## src/hw/rtl/xor_frame_checker_top_defines.svh

```systemverilog
// Assertion macros shared by the frame checker RTL.
// Included by files that carry concurrent assertions; needs no other file.
`ifndef XOR_FRAME_CHECKER_TOP_DEFINES_SVH
`define XOR_FRAME_CHECKER_TOP_DEFINES_SVH

// Same-cycle implication, disabled while reset is high.
`define XFC_ASSERT_NOW(lbl, clk, rst, ante, cons, msg) \
   lbl: assert property (@(posedge clk) disable iff (rst) (ante) |-> (cons)) else $error(msg);

// Next-cycle implication, disabled while reset is high.
`define XFC_ASSERT_NEXT(lbl, clk, rst, ante, cons, msg) \
   lbl: assert property (@(posedge clk) disable iff (rst) (ante) |=> (cons)) else $error(msg);

`endif

```

## src/hw/rtl/xfc_pkg.sv

```systemverilog
// Package for the XOR frame checker: constants, status codes and shared types.
// Used by every RTL module of the block; depends on nothing.
package xfc_pkg;

   localparam int unsigned ByteWidth  = 8;
   localparam int unsigned CountWidth = 9;

   localparam logic [CountWidth-1:0] CountMax  = 9'd511;
   localparam logic [CountWidth-1:0] LeadBytes = 9'd3;
   localparam logic [CountWidth-1:0] MinFrame  = 9'd5;

   typedef enum logic [2:0] {
      STATUS_OK       = 3'd0,
      STATUS_SHORT    = 3'd1,
      STATUS_FRAMING  = 3'd2,
      STATUS_LENGTH   = 3'd3,
      STATUS_CHECKSUM = 3'd4
   } frame_status_type;

   typedef enum logic {
      KIND_PAYLOAD = 1'b0,
      KIND_VERDICT = 1'b1
   } item_kind_type;

   typedef enum logic [0:0] {
      CSR_HEADER = 1'b0,
      CSR_TAIL   = 1'b1
   } csr_index_type;

   typedef struct packed {
      logic [ByteWidth-1:0] header_value;
      logic [ByteWidth-1:0] tail_value;
   } csr_type;

   typedef struct packed {
      item_kind_type        item_kind;
      logic [ByteWidth-1:0] payload_value;
      logic [ByteWidth-1:0] payload_position;
      logic [ByteWidth-1:0] command_code;
      logic [ByteWidth-1:0] payload_count;
      frame_status_type     frame_status;
      logic                 frame_good;
   } rsp_item_type;

endpackage

```

## src/hw/rtl/xfc_if.sv

```systemverilog
// Valid/ready channel interfaces for the request bytes and the result items.
// Stand-alone; the top level and its neighbours connect through these.
interface xfc_req_if;
   logic       valid;
   logic       ready;
   logic [7:0] byte_in;
   logic       final_byte;

   modport source (output valid, output byte_in, output final_byte, input ready);
   modport sink   (input valid, input byte_in, input final_byte, output ready);
endinterface

interface xfc_rsp_if;
   logic       valid;
   logic       ready;
   logic       item_kind;
   logic [7:0] payload_value;
   logic [7:0] payload_position;
   logic [7:0] command_code;
   logic [7:0] payload_count;
   logic [2:0] frame_status;
   logic       frame_good;

   modport source (output valid, output item_kind, output payload_value,
                   output payload_position, output command_code, output payload_count,
                   output frame_status, output frame_good, input ready);
   modport sink   (input valid, input item_kind, input payload_value,
                   input payload_position, input command_code, input payload_count,
                   input frame_status, input frame_good, output ready);
endinterface

```

## src/hw/rtl/xor_frame_checker_top.sv

```systemverilog
// Top level of the XOR frame checker: input register, parser, result register.
// Depends on xfc_pkg, xfc_if, xfc_csr, xfc_parse and the assertion macro header.
//
//   channel   direction  handshake          payload
//   req_port  in         valid/ready        byte_in, final_byte
//   rsp_port  out        valid/ready        item_kind .. frame_good
//   csr_*     in         write enable only  csr_index, csr_wdata
//
// One byte is taken in every cycle while results drain; a result is offered from the result
// register once its byte has passed the input register, and transfers while ready is high.
// Bytes that fall outside the payload and are not final give no result.
// Reset is synchronous: header 170, tail 85, frame state cleared, both stages empty.
// A stalled result holds the result register and, through it, the input register.
`include "xor_frame_checker_top_defines.svh"

module xor_frame_checker_top
   import xfc_pkg::*;
(
   input  logic                 clock,
   input  logic                 reset,
   xfc_req_if.sink              req_port,
   xfc_rsp_if.source            rsp_port,
   input  logic                 csr_write_en,
   input  logic [0:0]           csr_index,
   input  logic [ByteWidth-1:0] csr_wdata
);

   csr_type              cfg;
   logic                 s1_valid_ff, s1_valid_in;
   logic [ByteWidth-1:0] s1_byte_ff;
   logic                 s1_final_ff;
   logic                 rsp_valid_ff, rsp_valid_in;
   rsp_item_type         rsp_item_ff;
   rsp_item_type         parse_item;
   logic                 parse_produce;
   logic                 advance;
   logic                 move;
   logic                 req_take;

   xfc_csr u_csr (
      .clock        (clock),
      .reset        (reset),
      .csr_write_en (csr_write_en),
      .csr_index    (csr_index),
      .csr_wdata    (csr_wdata),
      .cfg          (cfg)
   );

   xfc_parse u_parse (
      .clock      (clock),
      .reset      (reset),
      .cfg        (cfg),
      .step       (move),
      .byte_in    (s1_byte_ff),
      .final_byte (s1_final_ff),
      .produce    (parse_produce),
      .item       (parse_item)
   );

   // The result register is free when empty or when its transfer completes now.
   assign advance  = !rsp_valid_ff || rsp_port.ready;
   assign move     = s1_valid_ff && advance;
   assign req_port.ready = !s1_valid_ff || advance;
   assign req_take = req_port.valid && req_port.ready;

   assign s1_valid_in  = req_take || (s1_valid_ff && !advance);
   assign rsp_valid_in = advance ? (move && parse_produce) : rsp_valid_ff;

   always_ff @(posedge clock) begin
      if (reset) begin
         s1_valid_ff  <= 1'b0;
         rsp_valid_ff <= 1'b0;
      end else begin
         s1_valid_ff  <= s1_valid_in;
         rsp_valid_ff <= rsp_valid_in;
      end
   end

   always_ff @(posedge clock) begin
      if (req_take) begin
         s1_byte_ff  <= req_port.byte_in;
         s1_final_ff <= req_port.final_byte;
      end
      if (move && parse_produce) begin
         rsp_item_ff <= parse_item;
      end
   end

   assign rsp_port.valid            = rsp_valid_ff;
   assign rsp_port.item_kind        = rsp_item_ff.item_kind;
   assign rsp_port.payload_value    = rsp_item_ff.payload_value;
   assign rsp_port.payload_position = rsp_item_ff.payload_position;
   assign rsp_port.command_code     = rsp_item_ff.command_code;
   assign rsp_port.payload_count    = rsp_item_ff.payload_count;
   assign rsp_port.frame_status     = rsp_item_ff.frame_status;
   assign rsp_port.frame_good       = rsp_item_ff.frame_good;

   `XFC_ASSERT_NOW(a_verdict_good, clock, reset, rsp_valid_ff && (rsp_item_ff.item_kind == KIND_VERDICT), rsp_item_ff.frame_good == (rsp_item_ff.frame_status == STATUS_OK), "frame_good disagrees with frame_status")
   `XFC_ASSERT_NOW(a_payload_clean, clock, reset, rsp_valid_ff && (rsp_item_ff.item_kind == KIND_PAYLOAD), !rsp_item_ff.frame_good && (rsp_item_ff.frame_status == STATUS_OK), "payload item carries verdict fields")
   `XFC_ASSERT_NEXT(a_take_loads, clock, reset, req_take, s1_valid_ff, "accepted byte not held in the input register")
   `XFC_ASSERT_NEXT(a_result_loads, clock, reset, move && parse_produce, rsp_valid_ff, "parser result lost")

endmodule

```

## src/hw/rtl/xfc_csr.sv

```systemverilog
// Configuration registers of the frame checker: header and tail byte values.
// Depends on xfc_pkg.
module xfc_csr
   import xfc_pkg::*;
(
   input  logic                 clock,
   input  logic                 reset,
   input  logic                 csr_write_en,
   input  logic [0:0]           csr_index,
   input  logic [ByteWidth-1:0] csr_wdata,
   output csr_type              cfg
);

   csr_type cfg_ff;
   csr_type cfg_in;

   always_comb begin
      cfg_in = cfg_ff;
      if (csr_write_en) begin
         unique case (csr_index_type'(csr_index))
            CSR_HEADER: cfg_in.header_value = csr_wdata;
            CSR_TAIL:   cfg_in.tail_value   = csr_wdata;
         endcase
      end
   end

   always_ff @(posedge clock) begin
      if (reset) begin
         cfg_ff.header_value <= 8'd170;
         cfg_ff.tail_value   <= 8'd85;
      end else begin
         cfg_ff <= cfg_in;
      end
   end

   assign cfg = cfg_ff;

endmodule

```

## src/hw/rtl/xfc_parse.sv

```systemverilog
// Frame parser: per-frame state and the single-pass decision for one byte.
// Depends on xfc_pkg; fed by the input stage of the top level.
module xfc_parse
   import xfc_pkg::*;
(
   input  logic                 clock,
   input  logic                 reset,
   input  csr_type              cfg,
   input  logic                 step,
   input  logic [ByteWidth-1:0] byte_in,
   input  logic                 final_byte,
   output logic                 produce,
   output rsp_item_type         item
);

   logic [CountWidth-1:0] bytes_seen_ff, bytes_seen_in;
   logic                  header_matched_ff, header_matched_in;
   logic [ByteWidth-1:0]  held_command_ff, held_command_in;
   logic [ByteWidth-1:0]  held_length_ff, held_length_in;
   logic [ByteWidth-1:0]  running_xor_ff, running_xor_in;
   logic [ByteWidth-1:0]  received_check_ff, received_check_in;

   logic [CountWidth-1:0] lead_end;
   logic [CountWidth-1:0] length_target;
   logic                  in_payload;
   frame_status_type      status;

   assign lead_end   = {1'b0, held_length_ff} + LeadBytes;
   assign in_payload = (bytes_seen_ff >= LeadBytes) && (bytes_seen_ff < lead_end);

   // Field capture by position; the first three places take precedence.
   always_comb begin
      header_matched_in = header_matched_ff;
      held_command_in   = held_command_ff;
      held_length_in    = held_length_ff;
      running_xor_in    = running_xor_ff;
      received_check_in = received_check_ff;
      if (bytes_seen_ff == 9'd0) begin
         header_matched_in = (byte_in == cfg.header_value);
      end else if (bytes_seen_ff == 9'd1) begin
         held_command_in = byte_in;
         running_xor_in  = byte_in;
      end else if (bytes_seen_ff == 9'd2) begin
         held_length_in = byte_in;
         running_xor_in = running_xor_ff ^ byte_in;
      end else if (in_payload) begin
         running_xor_in = running_xor_ff ^ byte_in;
      end else if (bytes_seen_ff == lead_end) begin
         received_check_in = byte_in;
      end
      bytes_seen_in = (bytes_seen_ff != CountMax) ? bytes_seen_ff + 9'd1 : bytes_seen_ff;
   end

   // The frame size counts the final byte, so the checks use the updated state.
   assign length_target = {1'b0, held_length_in} + MinFrame;

   always_comb begin
      if (bytes_seen_in < MinFrame) begin
         status = STATUS_SHORT;
      end else if (!header_matched_in || (byte_in != cfg.tail_value)) begin
         status = STATUS_FRAMING;
      end else if (bytes_seen_in != length_target) begin
         status = STATUS_LENGTH;
      end else if (running_xor_in != received_check_in) begin
         status = STATUS_CHECKSUM;
      end else begin
         status = STATUS_OK;
      end
   end

   always_comb begin
      item.item_kind        = KIND_PAYLOAD;
      item.payload_value    = '0;
      item.payload_position = '0;
      item.command_code     = '0;
      item.payload_count    = '0;
      item.frame_status     = STATUS_OK;
      item.frame_good       = 1'b0;
      if (final_byte) begin
         item.item_kind     = KIND_VERDICT;
         item.command_code  = held_command_in;
         item.payload_count = held_length_in;
         item.frame_status  = status;
         item.frame_good    = (status == STATUS_OK);
      end else begin
         item.payload_value    = byte_in;
         item.payload_position = ByteWidth'(bytes_seen_ff - LeadBytes);
      end
   end

   assign produce = final_byte || in_payload;

   always_ff @(posedge clock) begin
      if (reset) begin
         bytes_seen_ff     <= '0;
         header_matched_ff <= 1'b0;
         held_command_ff   <= '0;
         held_length_ff    <= '0;
         running_xor_ff    <= '0;
         received_check_ff <= '0;
      end else if (step) begin
         if (final_byte) begin
            bytes_seen_ff     <= '0;
            header_matched_ff <= 1'b0;
            held_command_ff   <= '0;
            held_length_ff    <= '0;
            running_xor_ff    <= '0;
            received_check_ff <= '0;
         end else begin
            bytes_seen_ff     <= bytes_seen_in;
            header_matched_ff <= header_matched_in;
            held_command_ff   <= held_command_in;
            held_length_ff    <= held_length_in;
            running_xor_ff    <= running_xor_in;
            received_check_ff <= received_check_in;
         end
      end
   end

endmodule

```

## src/flat_wrapper.sv

```systemverilog
// flat-port wrapper written by rule: the top's interface ports become plain ports
module xor_frame_checker_top_flat import xfc_pkg::*;
  (clock, reset, csr_write_en, csr_index, csr_wdata, req_port_valid, req_port_byte_in, req_port_final_byte, req_port_ready, rsp_port_valid, rsp_port_item_kind, rsp_port_payload_value, rsp_port_payload_position, rsp_port_command_code, rsp_port_payload_count, rsp_port_frame_status, rsp_port_frame_good, rsp_port_ready);
  xfc_req_if req_port_i ();
  xfc_rsp_if rsp_port_i ();
  input  logic clock;
  input  logic reset;
  input  logic csr_write_en;
  input  logic [0:0] csr_index;
  input  logic [ByteWidth-1:0] csr_wdata;
  input wire logic [$bits(req_port_i.valid)-1:0] req_port_valid;
  input wire logic [$bits(req_port_i.byte_in)-1:0] req_port_byte_in;
  input wire logic [$bits(req_port_i.final_byte)-1:0] req_port_final_byte;
  output wire logic [$bits(req_port_i.ready)-1:0] req_port_ready;
  output wire logic [$bits(rsp_port_i.valid)-1:0] rsp_port_valid;
  output wire logic [$bits(rsp_port_i.item_kind)-1:0] rsp_port_item_kind;
  output wire logic [$bits(rsp_port_i.payload_value)-1:0] rsp_port_payload_value;
  output wire logic [$bits(rsp_port_i.payload_position)-1:0] rsp_port_payload_position;
  output wire logic [$bits(rsp_port_i.command_code)-1:0] rsp_port_command_code;
  output wire logic [$bits(rsp_port_i.payload_count)-1:0] rsp_port_payload_count;
  output wire logic [$bits(rsp_port_i.frame_status)-1:0] rsp_port_frame_status;
  output wire logic [$bits(rsp_port_i.frame_good)-1:0] rsp_port_frame_good;
  input wire logic [$bits(rsp_port_i.ready)-1:0] rsp_port_ready;
  assign req_port_i.valid = req_port_valid;
  assign req_port_i.byte_in = req_port_byte_in;
  assign req_port_i.final_byte = req_port_final_byte;
  assign req_port_ready = req_port_i.ready;
  assign rsp_port_valid = rsp_port_i.valid;
  assign rsp_port_item_kind = rsp_port_i.item_kind;
  assign rsp_port_payload_value = rsp_port_i.payload_value;
  assign rsp_port_payload_position = rsp_port_i.payload_position;
  assign rsp_port_command_code = rsp_port_i.command_code;
  assign rsp_port_payload_count = rsp_port_i.payload_count;
  assign rsp_port_frame_status = rsp_port_i.frame_status;
  assign rsp_port_frame_good = rsp_port_i.frame_good;
  assign rsp_port_i.ready = rsp_port_ready;
  xor_frame_checker_top u_core (.clock(clock), .reset(reset), .req_port(req_port_i), .rsp_port(rsp_port_i), .csr_write_en(csr_write_en), .csr_index(csr_index), .csr_wdata(csr_wdata));
endmodule
```

## config.mk

```make
export PLATFORM = sky130hd
export DESIGN_NAME = xor_frame_checker_top_flat
export DESIGN_NICKNAME = d
export VERILOG_FILES = /design/src/hw/rtl/xfc_pkg.sv /design/src/hw/rtl/xfc_if.sv /design/src/hw/rtl/xor_frame_checker_top.sv /design/src/hw/rtl/xfc_csr.sv /design/src/hw/rtl/xfc_parse.sv /design/src/flat_wrapper.sv
export VERILOG_INCLUDE_DIRS = /design/src /design/src/hw/rtl
export SDC_FILE = /design/constraint.sdc
export NUM_CORES = 1
export LEC_CHECK = 0
export BUFFER_PORTS_ARGS = -buffer_cell sky130_fd_sc_hd__buf_2
export CORE_UTILIZATION = 64
export DETAILED_ROUTE_END_ITERATION = 6
export GPL_TIMING_DRIVEN = 0
export HOLD_SLACK_MARGIN = 0.02
export PLACE_DENSITY = 0.86
export SETUP_SLACK_MARGIN = 0.4
export SYNTH_ARGS = -nofsm -noshare
export SYNTH_HDL_FRONTEND = slang
export SYNTH_HIERARCHICAL = 1
export SYNTH_SLANG_ARGS = --single-unit
```

## constraint.sdc

```tcl
create_clock -name clock -period 13.22 [get_ports clock]
set_input_delay 3.966 -clock clock [delete_from_list [all_inputs] [get_ports clock]]
set_output_delay 3.966 -clock clock [all_outputs]
set_load 0.1 [all_outputs]
```

==> impl_metrics.prom, run 1 <==
# TYPE chip_impl_metric gauge
chip_impl_metric{name="slew_headroom",unit="%"} 45.6
chip_impl_metric{name="worst_tran_pin_value",unit="ps"} 813
chip_impl_metric{name="preCtsSetupSlack",unit="ps"} 4660
chip_impl_info{name="hold-path-endpoint",value="u_core/u_csr/cfg[8]$_SDFFE_PP0P_"} 1
chip_impl_metric{name="gpl.final_weighted_congestion",unit=""} 0.937
chip_impl_metric{name="drt_pass1_iterations",unit=""} 7
chip_impl_metric{name="final_layout_size_suffix_gt1_share",unit="%"} 17.5
chip_impl_metric{name="cp_data_required_time",unit="ps"} 9250
chip_impl_metric{name="maxCapViolCount",unit=""} 0
chip_impl_metric{name="seq_area_frac_synth",unit="%"} 43.8
chip_impl_metric{name="grt_pass1_wl",unit="mm"} 22.8
chip_impl_metric{name="wire_per_inst",unit="µm"} 18.0
chip_impl_info{name="status",value="finished with violations"} 1
chip_impl_info{name="synthTopCellsByArea",value="sky130_fd_sc_hd__edfxtp_1 23%, sky130_fd_sc_hd__dfxtp_1 20%, sky130_fd_sc_hd__nor2_1 4.3%"} 1
chip_impl_metric{name="post_synth.cell_area_avg",unit="µm²"} 9.88
chip_impl_metric{name="critPathMaxFanout",unit=""} 3
chip_impl_metric{name="cp.arrival",unit="ps"} 4590
chip_impl_metric{name="synth_edf_count",unit=""} 46
chip_impl_metric{name="syn-cell-area",unit="µm²"} 5900
chip_impl_info{name="tritoncts",value="done"} 1
chip_impl_metric{name="cts_htree_levels",unit=""} 3
chip_impl_metric{name="grt.total_usage",unit="%"} 30.7
chip_impl_metric{name="routed_wl",unit="mm"} 14.1
chip_impl_metric{name="pin_count_of_the_biggest_net_entering_global_routing",unit=""} 36
chip_impl_metric{name="cts_hold_repair.buffers",unit=""} 0
chip_impl_metric{name="core_area",unit="µm²"} 8810
chip_impl_metric{name="final.setup_skew",unit="ps"} 19.3
chip_impl_metric{name="pwr_density_cell",unit="nW/µm²"} 95.1
chip_impl_info{name="failed_checks",value="design-rule violations"} 1
chip_impl_metric{name="final-hold-violation-count",unit=""} 0
chip_impl_metric{name="max_clock_freq",unit="MHz"} 117
chip_impl_info{name="class_of_the_worst_hold_path",value="reg -> reg"} 1
chip_impl_info{name="cell_accounting_for_the_most_synthesized_area",value="sky130_fd_sc_hd__edfxtp_1"} 1
chip_impl_metric{name="stage_delay_of_the_slowest_cell_on_the_critical_path",unit="ps"} 420
chip_impl_metric{name="initial_antenna_violation_count",unit=""} 0
chip_impl_metric{name="p_leak",unit="nW"} 2.39
chip_impl_info{name="hp-start",value="u_core/u_csr/cfg[8]$_SDFFE_PP0P_"} 1
chip_impl_metric{name="globalRoute.totalOverflow",unit=""} 0
chip_impl_metric{name="drv_slew",unit=""} 0
chip_impl_metric{name="totalPowerFinal",unit="mW"} 0.623
chip_impl_metric{name="stdcell_area",unit="µm²"} 6550
chip_impl_metric{name="instance_area_after_placement",unit="µm²"} 6370
chip_impl_metric{name="postCtsResizedCells",unit=""} 0
chip_impl_metric{name="antenna_cells",unit=""} 0
chip_impl_info{name="category_of_the_critical_setup_timing_path",value="in -> out"} 1
chip_impl_metric{name="final.setup.worst_slack",unit="ps"} 4660
chip_impl_metric{name="netlist_instances",unit=""} 597
chip_impl_metric{name="vias",unit=""} 4849
chip_impl_metric{name="synth_largest_type_area_fraction",unit="%"} 23.4
chip_impl_metric{name="worst_ir_drop_on_vdd",unit="V"} 0.0000630
chip_impl_metric{name="fp.dieH",unit="µm"} 98
chip_impl_metric{name="top_level_ports",unit=""} 62
chip_impl_info{name="critPathTopFamily",value="buffers and inverters"} 1
chip_impl_info{name="worstReg2RegStart",value="u_core/u_parse/bytes_seen_ff[1]$_SDFFE_PP0P_"} 1
chip_impl_metric{name="detail-route-antenna-nets",unit=""} 0
chip_impl_metric{name="avgViaCountPerCell",unit=""} 6.19
chip_impl_metric{name="final.setup.tns",unit="ps"} 0
chip_impl_metric{name="io_buffers",unit=""} 61
chip_impl_metric{name="cts-root-to-sink-buffers",unit=""} 2
chip_impl_metric{name="core.rowCount",unit=""} 34
chip_impl_metric{name="floorplan.die_area",unit="µm²"} 9600
chip_impl_metric{name="synth.distinct_cells",unit=""} 63
chip_impl_metric{name="share_of_flip_flops_with_an_asynchronous_set_or_reset",unit="%"} 0
chip_impl_metric{name="die_w",unit="µm"} 98
chip_impl_info{name="clock_tree.root_cell",value="sky130_fd_sc_hd__clkbuf_8"} 1
chip_impl_info{name="endpoint_kind",value="output port"} 1
chip_impl_metric{name="min_period_over_period",unit="%"} 64.7
chip_impl_metric{name="endpoints_failing_setup",unit=""} 0
chip_impl_metric{name="cts.sink_count",unit=""} 106
chip_impl_info{name="crit_path_cell_trace",value="buf_2 > nand3b_4 > buf_2"} 1
chip_impl_info{name="kind_of_launch_point_of_the_worst_setup_path",value="input port"} 1
chip_impl_metric{name="drtIter0Drc",unit=""} 381
chip_impl_metric{name="final_critical_delay_including_setup_and_external_delays",unit="ps"} 8560
chip_impl_info{name="path_common_cell",value="sky130_fd_sc_hd__buf_2"} 1
chip_impl_metric{name="post-dp-hpwl",unit="mm"} 10.3
chip_impl_metric{name="ff2ff_path_depth",unit=""} 16
chip_impl_metric{name="mappedNetlistNets",unit=""} 635
chip_impl_metric{name="clk_pin_slew_worst_paths",unit="ps"} 100
chip_impl_info{name="crit-reg2reg-capture",value="u_core/rsp_port.frame_status[0]$_DFFE_PP_"} 1
chip_impl_metric{name="ff2ff_setup_slack",unit="ps"} 8710
chip_impl_metric{name="clock_insertion_delay_worst_skew",unit="ps"} 380
chip_impl_metric{name="postCtsSetupBuffers",unit=""} 0
chip_impl_metric{name="synth_seq_cells",unit=""} 106
chip_impl_metric{name="via_count_of_the_first_global_routing_pass",unit=""} 4603
chip_impl_metric{name="initial_utilization",unit="%"} 67.0
chip_impl_metric{name="holdPathStages",unit=""} 2
chip_impl_info{name="synth-main-ff-cell",value="sky130_fd_sc_hd__dfxtp_1"} 1
chip_impl_metric{name="tritoncts.num_buffers",unit=""} 9
chip_impl_metric{name="finalNetCount",unit=""} 708
chip_impl_info{name="unrepaired_setup_endpoints_after_global_routing",value="no"} 1
chip_impl_metric{name="synthesis_to_layout_area_growth",unit="%"} 11.0
chip_impl_metric{name="count_of_buffering_cells_on_the_critical_path_with_inverters_included",unit=""} 2
chip_impl_metric{name="count_of_yosys_warnings_during_synthesis",unit=""} 6
chip_impl_metric{name="drt_drc_violations_left",unit=""} 11
chip_impl_info{name="timing.critical_path.slowest_stage_cell",value="sky130_fd_sc_hd__buf_2"} 1
logic make-up after synthesis:
logic type               share of synthesized area [%]
XOR/XNOR                                          9.59
multiplexers                                      4.14
AND/OR/NAND/NOR                                   20.8
buffers and inverters                             4.35
AO/OA/AOI/OAI                                     14.2
flip-flops                                        43.8
adder cells (fa/ha/maj)                           3.18
per-stage QoR:
stage	instances	utilization, %	hold WS [ps]
6_report	783	74.4	496
5_1_grt	783	74.4	516
4_1_cts	783	74.4	498
3_5_place_dp	767	72.3	479
3_3_place_gp	766	72.0	468
2_1_floorplan	597	-	453
tightest hold or removal path, delay by kind of cell, from the launching register on:
family / cells / cell delay [ps]
and+or+nand+nor: 1 / 60
AOI/OAI and AO/OA: 1 / 60
DFF: 1 / 330
synth_stat cells (all sizes together), types with 8 or more instances:
| library cell | number |
|---|---|
| nor2b | 26 |
| xnor2 | 26 |
| inv | 8 |
| a21oi | 20 |
| a22oi | 32 |
| nor2 | 68 |
| clkbuf | 29 |
| a21boi | 11 |
| mux2i | 21 |
| ha | 15 |
| and3 | 12 |
| xor2 | 18 |
| dfxtp | 60 |
| nand3 | 18 |
| xnor3 | 8 |
| edfxtp | 46 |
| o21ai | 18 |
| nand2 | 46 |
| buf | 17 |
routing by layer:
layer	track usage (%)	part of all wire [%]	up-vias
met2	49.9	46	261
met3	5.73	9.2	36
met1	39.8	42	2284
met4	14.8	2.9	0
met5	0	0	-
li1	-	-	2268
report_power, final:
| part | total [mW] | switching [mW] | leakage, nW | internal, mW |
|---|---|---|---|---|
| registers | 0.354 | 0.00418 | 0.905 | 0.350 |
| logic | 0.0773 | 0.0576 | 1.39 | 0.0197 |
| clock network | 0.192 | 0.116 | 0.0940 | 0.0756 |
final cells by class:
type / count / area, µm²
Buffer: 46 / 226
Multi-Input combinational cell: 437 / 3070
Tap cell: 108 / 135
Timing Repair Buffer: 62 / 325
Inverter: 8 / 30.0
Clock buffer: 10 / 138
Sequential cell: 106 / 2580
Fill cell: 635 / 2260
Clock inverter: 6 / 45.0
cell usage in the layout (no fill, tap or decap), types with 21 or more instances in the layout:
| master | instances |
|---|---|
| sky130_fd_sc_hd__edfxtp_1 | 46 |
| sky130_fd_sc_hd__dfxtp_1 | 60 |
| sky130_fd_sc_hd__nor2_1 | 68 |
| sky130_fd_sc_hd__clkbuf_1 | 29 |
| sky130_fd_sc_hd__xnor2_1 | 26 |
| sky130_fd_sc_hd__mux2i_1 | 21 |
| sky130_fd_sc_hd__nor2b_1 | 25 |
| sky130_fd_sc_hd__a22oi_1 | 31 |
| sky130_fd_sc_hd__buf_2 | 68 |
| sky130_fd_sc_hd__nand2_1 | 45 |
state kept, by name (all words and copies together) (netlist names), 3 cells and up:
signal / flops
u_core/u_parse/bytes_seen_ff: 9
u_core/rsp_port.payload_count: 8
u_core/rsp_port.payload_position: 8
u_core/u_parse/running_xor_ff: 8
u_core/rsp_port.command_code: 8
u_core/u_parse/held_command_ff: 8
u_core/s1_byte_ff: 8
u_core/u_csr/cfg: 16
u_core/rsp_port.frame_status: 3
u_core/u_parse/received_check_ff: 8
u_core/rsp_port.payload_value: 8
u_core/u_parse/held_length_ff: 8
worst max-delay path by stage:
stage,cells after the start,end,from
6_report,3,req_port_ready,rsp_port_ready
5_1_grt,3,req_port_ready,rsp_port_ready
4_1_cts,3,req_port_ready,rsp_port_ready
3_5_place_dp,3,req_port_ready,rsp_port_ready
3_3_place_gp,3,req_port_ready,rsp_port_ready
2_1_floorplan,1,req_port_ready,rsp_port_ready
No activity file was read; power rests on OpenSTA's default activity.
==> inputs of run 2 (changes only) <==
- CORE_UTILIZATION: 64 -> 59
- PLACE_DENSITY: 0.86 -> 0.8
- clock period: 13.22 -> 8.8 ns (I/O delays scaled with it)
==> run 2 against run 1 <==
  * The flow now finishes without violations
  * Cell count is 3.2% higher
  * Count of clock-buffer cells in the layout rose by 3
  * Largest power group unchanged
  * Largest cell class unchanged
  * Sequential share of layout area fell by 0.34 points
==> impl_metrics.prom, run 2 (synthesis gave the netlist of run 1 again) <==
# TYPE chip_impl_metric gauge
chip_impl_info{name="critPathLaunch",value="rsp_port_ready"} 1
chip_impl_metric{name="preCtsSetupSlack",unit="ps"} 2880
chip_impl_metric{name="initial_antenna_violation_count",unit=""} 0
chip_impl_metric{name="antenna_cells",unit=""} 0
chip_impl_metric{name="gpl.final_weighted_congestion",unit=""} 0.911
chip_impl_metric{name="cts_htree_levels",unit=""} 3
chip_impl_metric{name="die_w",unit="µm"} 102
chip_impl_metric{name="floorplan.die_area",unit="µm²"} 10400
chip_impl_info{name="status",value="complete, no violations"} 1
chip_impl_info{name="crit_path_cell_trace",value="buf_2 > nand3b_4 > buf_2"} 1
chip_impl_metric{name="postCtsSetupBuffers",unit=""} 0
chip_impl_metric{name="ff2ff_setup_slack",unit="ps"} 4330
chip_impl_metric{name="fillCellCount",unit=""} 807
chip_impl_metric{name="worst_ir_drop_on_vdd",unit="V"} 0.0000749
chip_impl_info{name="crit-reg2reg-capture",value="u_core/rsp_port.frame_status[0]$_DFFE_PP_"} 1
chip_impl_metric{name="met3WireLength",unit="mm"} 1.06
chip_impl_metric{name="synthesis_to_layout_area_growth",unit="%"} 12.0
chip_impl_info{name="most-common-layout-cells",value="68 x sky130_fd_sc_hd__buf_2, 68 x sky130_fd_sc_hd__nor2_1, 60 x sky130_fd_sc_hd__dfxtp_1"} 1
chip_impl_metric{name="stage_delay_of_the_slowest_cell_on_the_critical_path",unit="ps"} 420
chip_impl_metric{name="tritoncts.num_buffers",unit=""} 9
chip_impl_metric{name="avgViaCountPerCell",unit=""} 5.93
chip_impl_metric{name="drtIter0Drc",unit=""} 361
chip_impl_metric{name="final_layout_size_suffix_gt1_share",unit="%"} 17.2
chip_impl_info{name="worstReg2RegStart",value="u_core/u_parse/bytes_seen_ff[1]$_SDFFE_PP0P_"} 1
chip_impl_info{name="kind_of_launch_point_of_the_worst_setup_path",value="input port"} 1
chip_impl_metric{name="critPathMaxFanout",unit=""} 3
chip_impl_metric{name="final-hold-violation-count",unit=""} 0
chip_impl_metric{name="clock_insertion_delay_worst_skew",unit="ps"} 380
chip_impl_metric{name="layout.core_utilization",unit="%"} 67.9
chip_impl_metric{name="pin_count_of_the_biggest_net_entering_global_routing",unit=""} 37
chip_impl_info{name="highest_layer_used_for_signal_routing",value="met4"} 1
chip_impl_info{name="timing.critical_path.slowest_stage_cell",value="sky130_fd_sc_hd__buf_2"} 1
chip_impl_metric{name="detail-route-antenna-nets",unit=""} 0
chip_impl_metric{name="grt.total_usage",unit="%"} 28.6
chip_impl_metric{name="grt_pass1_wl",unit="mm"} 22.3
chip_impl_metric{name="met2_length",unit="mm"} 6.55
chip_impl_info{name="hold-path-endpoint",value="u_core/u_csr/cfg[12]$_SDFFE_PP0P_"} 1
chip_impl_metric{name="io_buffers",unit=""} 61
chip_impl_metric{name="routed_wl",unit="mm"} 14.0
chip_impl_metric{name="finalNetCount",unit=""} 708
chip_impl_metric{name="maxCapViolCount",unit=""} 0
chip_impl_metric{name="final.setup.worst_slack",unit="ps"} 2890
chip_impl_metric{name="route.layer.met1.wl",unit="mm"} 6.09
chip_impl_metric{name="slew_headroom",unit="%"} 47.6
chip_impl_metric{name="holdPathStages",unit=""} 2
chip_impl_metric{name="core.rowCount",unit=""} 36
chip_impl_metric{name="cp_data_required_time",unit="ps"} 6160
chip_impl_metric{name="initial_utilization",unit="%"} 60.6
chip_impl_metric{name="ff2ff_path_depth",unit=""} 16
chip_impl_metric{name="min_period_over_period",unit="%"} 67.2
chip_impl_metric{name="final.setup_skew",unit="ps"} 10.6
chip_impl_info{name="clock_tree.root_cell",value="sky130_fd_sc_hd__clkbuf_8"} 1
chip_impl_metric{name="globalRoute.totalOverflow",unit=""} 0
chip_impl_metric{name="cts_hold_repair.buffers",unit=""} 0
chip_impl_info{name="unrepaired_setup_endpoints_after_global_routing",value="no"} 1
chip_impl_metric{name="drv_slew",unit=""} 0
chip_impl_metric{name="final_critical_delay_including_setup_and_external_delays",unit="ps"} 5910
chip_impl_metric{name="worst_tran_pin_value",unit="ps"} 787
chip_impl_metric{name="drt_pass1_iterations",unit=""} 5
chip_impl_metric{name="endpoints_failing_setup",unit=""} 0
chip_impl_info{name="endpoint_kind",value="output port"} 1
chip_impl_metric{name="clk_pin_slew_worst_paths",unit="ps"} 100
chip_impl_metric{name="cts.sink_count",unit=""} 106
chip_impl_info{name="tritoncts",value="done"} 1
chip_impl_metric{name="post-dp-hpwl",unit="mm"} 10.4
chip_impl_info{name="category_of_the_critical_setup_timing_path",value="in -> out"} 1
chip_impl_metric{name="final_cell_count_no_fill",unit=""} 808
chip_impl_metric{name="largest_register_ff_count",unit=""} 16
chip_impl_metric{name="p_leak",unit="nW"} 2.40
chip_impl_metric{name="fp.dieH",unit="µm"} 102
chip_impl_metric{name="via_count_of_the_first_global_routing_pass",unit=""} 4449
chip_impl_metric{name="pwr_density_cell",unit="nW/µm²"} 145
chip_impl_metric{name="final.setup.tns",unit="ps"} 0
chip_impl_metric{name="core_area",unit="µm²"} 9730
chip_impl_metric{name="cp.arrival",unit="ps"} 3270
chip_impl_metric{name="post-place-cells",unit=""} 792
chip_impl_metric{name="vias",unit=""} 4792
chip_impl_metric{name="max_clock_freq",unit="MHz"} 169
chip_impl_info{name="hp-start",value="u_core/u_csr/cfg[12]$_SDFFE_PP0P_"} 1
chip_impl_metric{name="postCtsResizedCells",unit=""} 0
chip_impl_info{name="class_of_the_worst_hold_path",value="reg -> reg"} 1
chip_impl_metric{name="wire_per_inst",unit="µm"} 17.4
chip_impl_metric{name="cts-root-to-sink-buffers",unit=""} 2
chip_impl_info{name="path_common_cell",value="sky130_fd_sc_hd__buf_2"} 1
chip_impl_metric{name="top_level_ports",unit=""} 62
chip_impl_metric{name="drt_drc_violations_left",unit=""} 0
run 2: cell types whose count changed in the layout (fill, tap and decap cells not counted):
| cell | before | now |
|---|---|---|
| sky130_fd_sc_hd__clkinv_2 | 1 | 0 |
| sky130_fd_sc_hd__clkbuf_8 | 10 | 9 |
| sky130_fd_sc_hd__clkinvlp_4 | 1 | 0 |
| sky130_fd_sc_hd__clkbuf_1 | 29 | 31 |
| sky130_fd_sc_hd__inv_6 | 3 | 1 |
| sky130_fd_sc_hd__clkbuf_16 | 0 | 2 |
| sky130_fd_sc_hd__inv_8 | 0 | 1 |
run 2: stage by stage:
stage,instance area [µm²],hold slack (ps),total power [mW]
final,6610,492,0.958
after global routing,6610,527,0.984
after CTS,6610,496,0.962
after detailed placement,6400,480,0.657
after global placement,6370,469,0.654
after floorplan,5900,453,0.627
run 2: power by group:
group	leakage, nW	switching (mW)	internal, mW
clock network	0.107	0.170	0.141
registers	0.905	0.00664	0.525
logic	1.39	0.0856	0.0296
total	2.40	0.262	0.696
run 2: worst max-delay path by stage:
stage	to	slack, ps	cells past startpoint
after CTS	req_port_ready	2880	3
after global routing	req_port_ready	2860	3
after floorplan	req_port_ready	3170	1
after detailed placement	req_port_ready	2880	3
final	req_port_ready	2890	3
after global placement	req_port_ready	2900	3
run 2: critical path, delay by kind of cell:
kind                   cells  cell delay [ps]
buffers and inverters      2              510
and+or+nand+nor            1              120
run 2: layout make-up:
| cell class | instances | area, µm² | share of cell area (%) |
|---|---|---|---|
| flip-flops and latches | 106 | 2580 | 39.1 |
| clock inverters | 3 | 26.3 | 0.398 |
| inverters | 8 | 30.0 | 0.455 |
| multi-input cells | 437 | 3070 | 46.4 |
| repair buffers | 62 | 325 | 4.93 |
| clock buffers | 13 | 181 | 2.75 |
| well taps | 133 | 166 | 2.52 |
| plain buffers | 46 | 226 | 3.43 |
run 2: layer usage:
metal / track usage, % / up-vias
met3: 4.31 / 28
met5: 0 / -
met4: 13.6 / 0
met2: 46.1 / 219
li1: - / 2281
met1: 38.0 / 2264
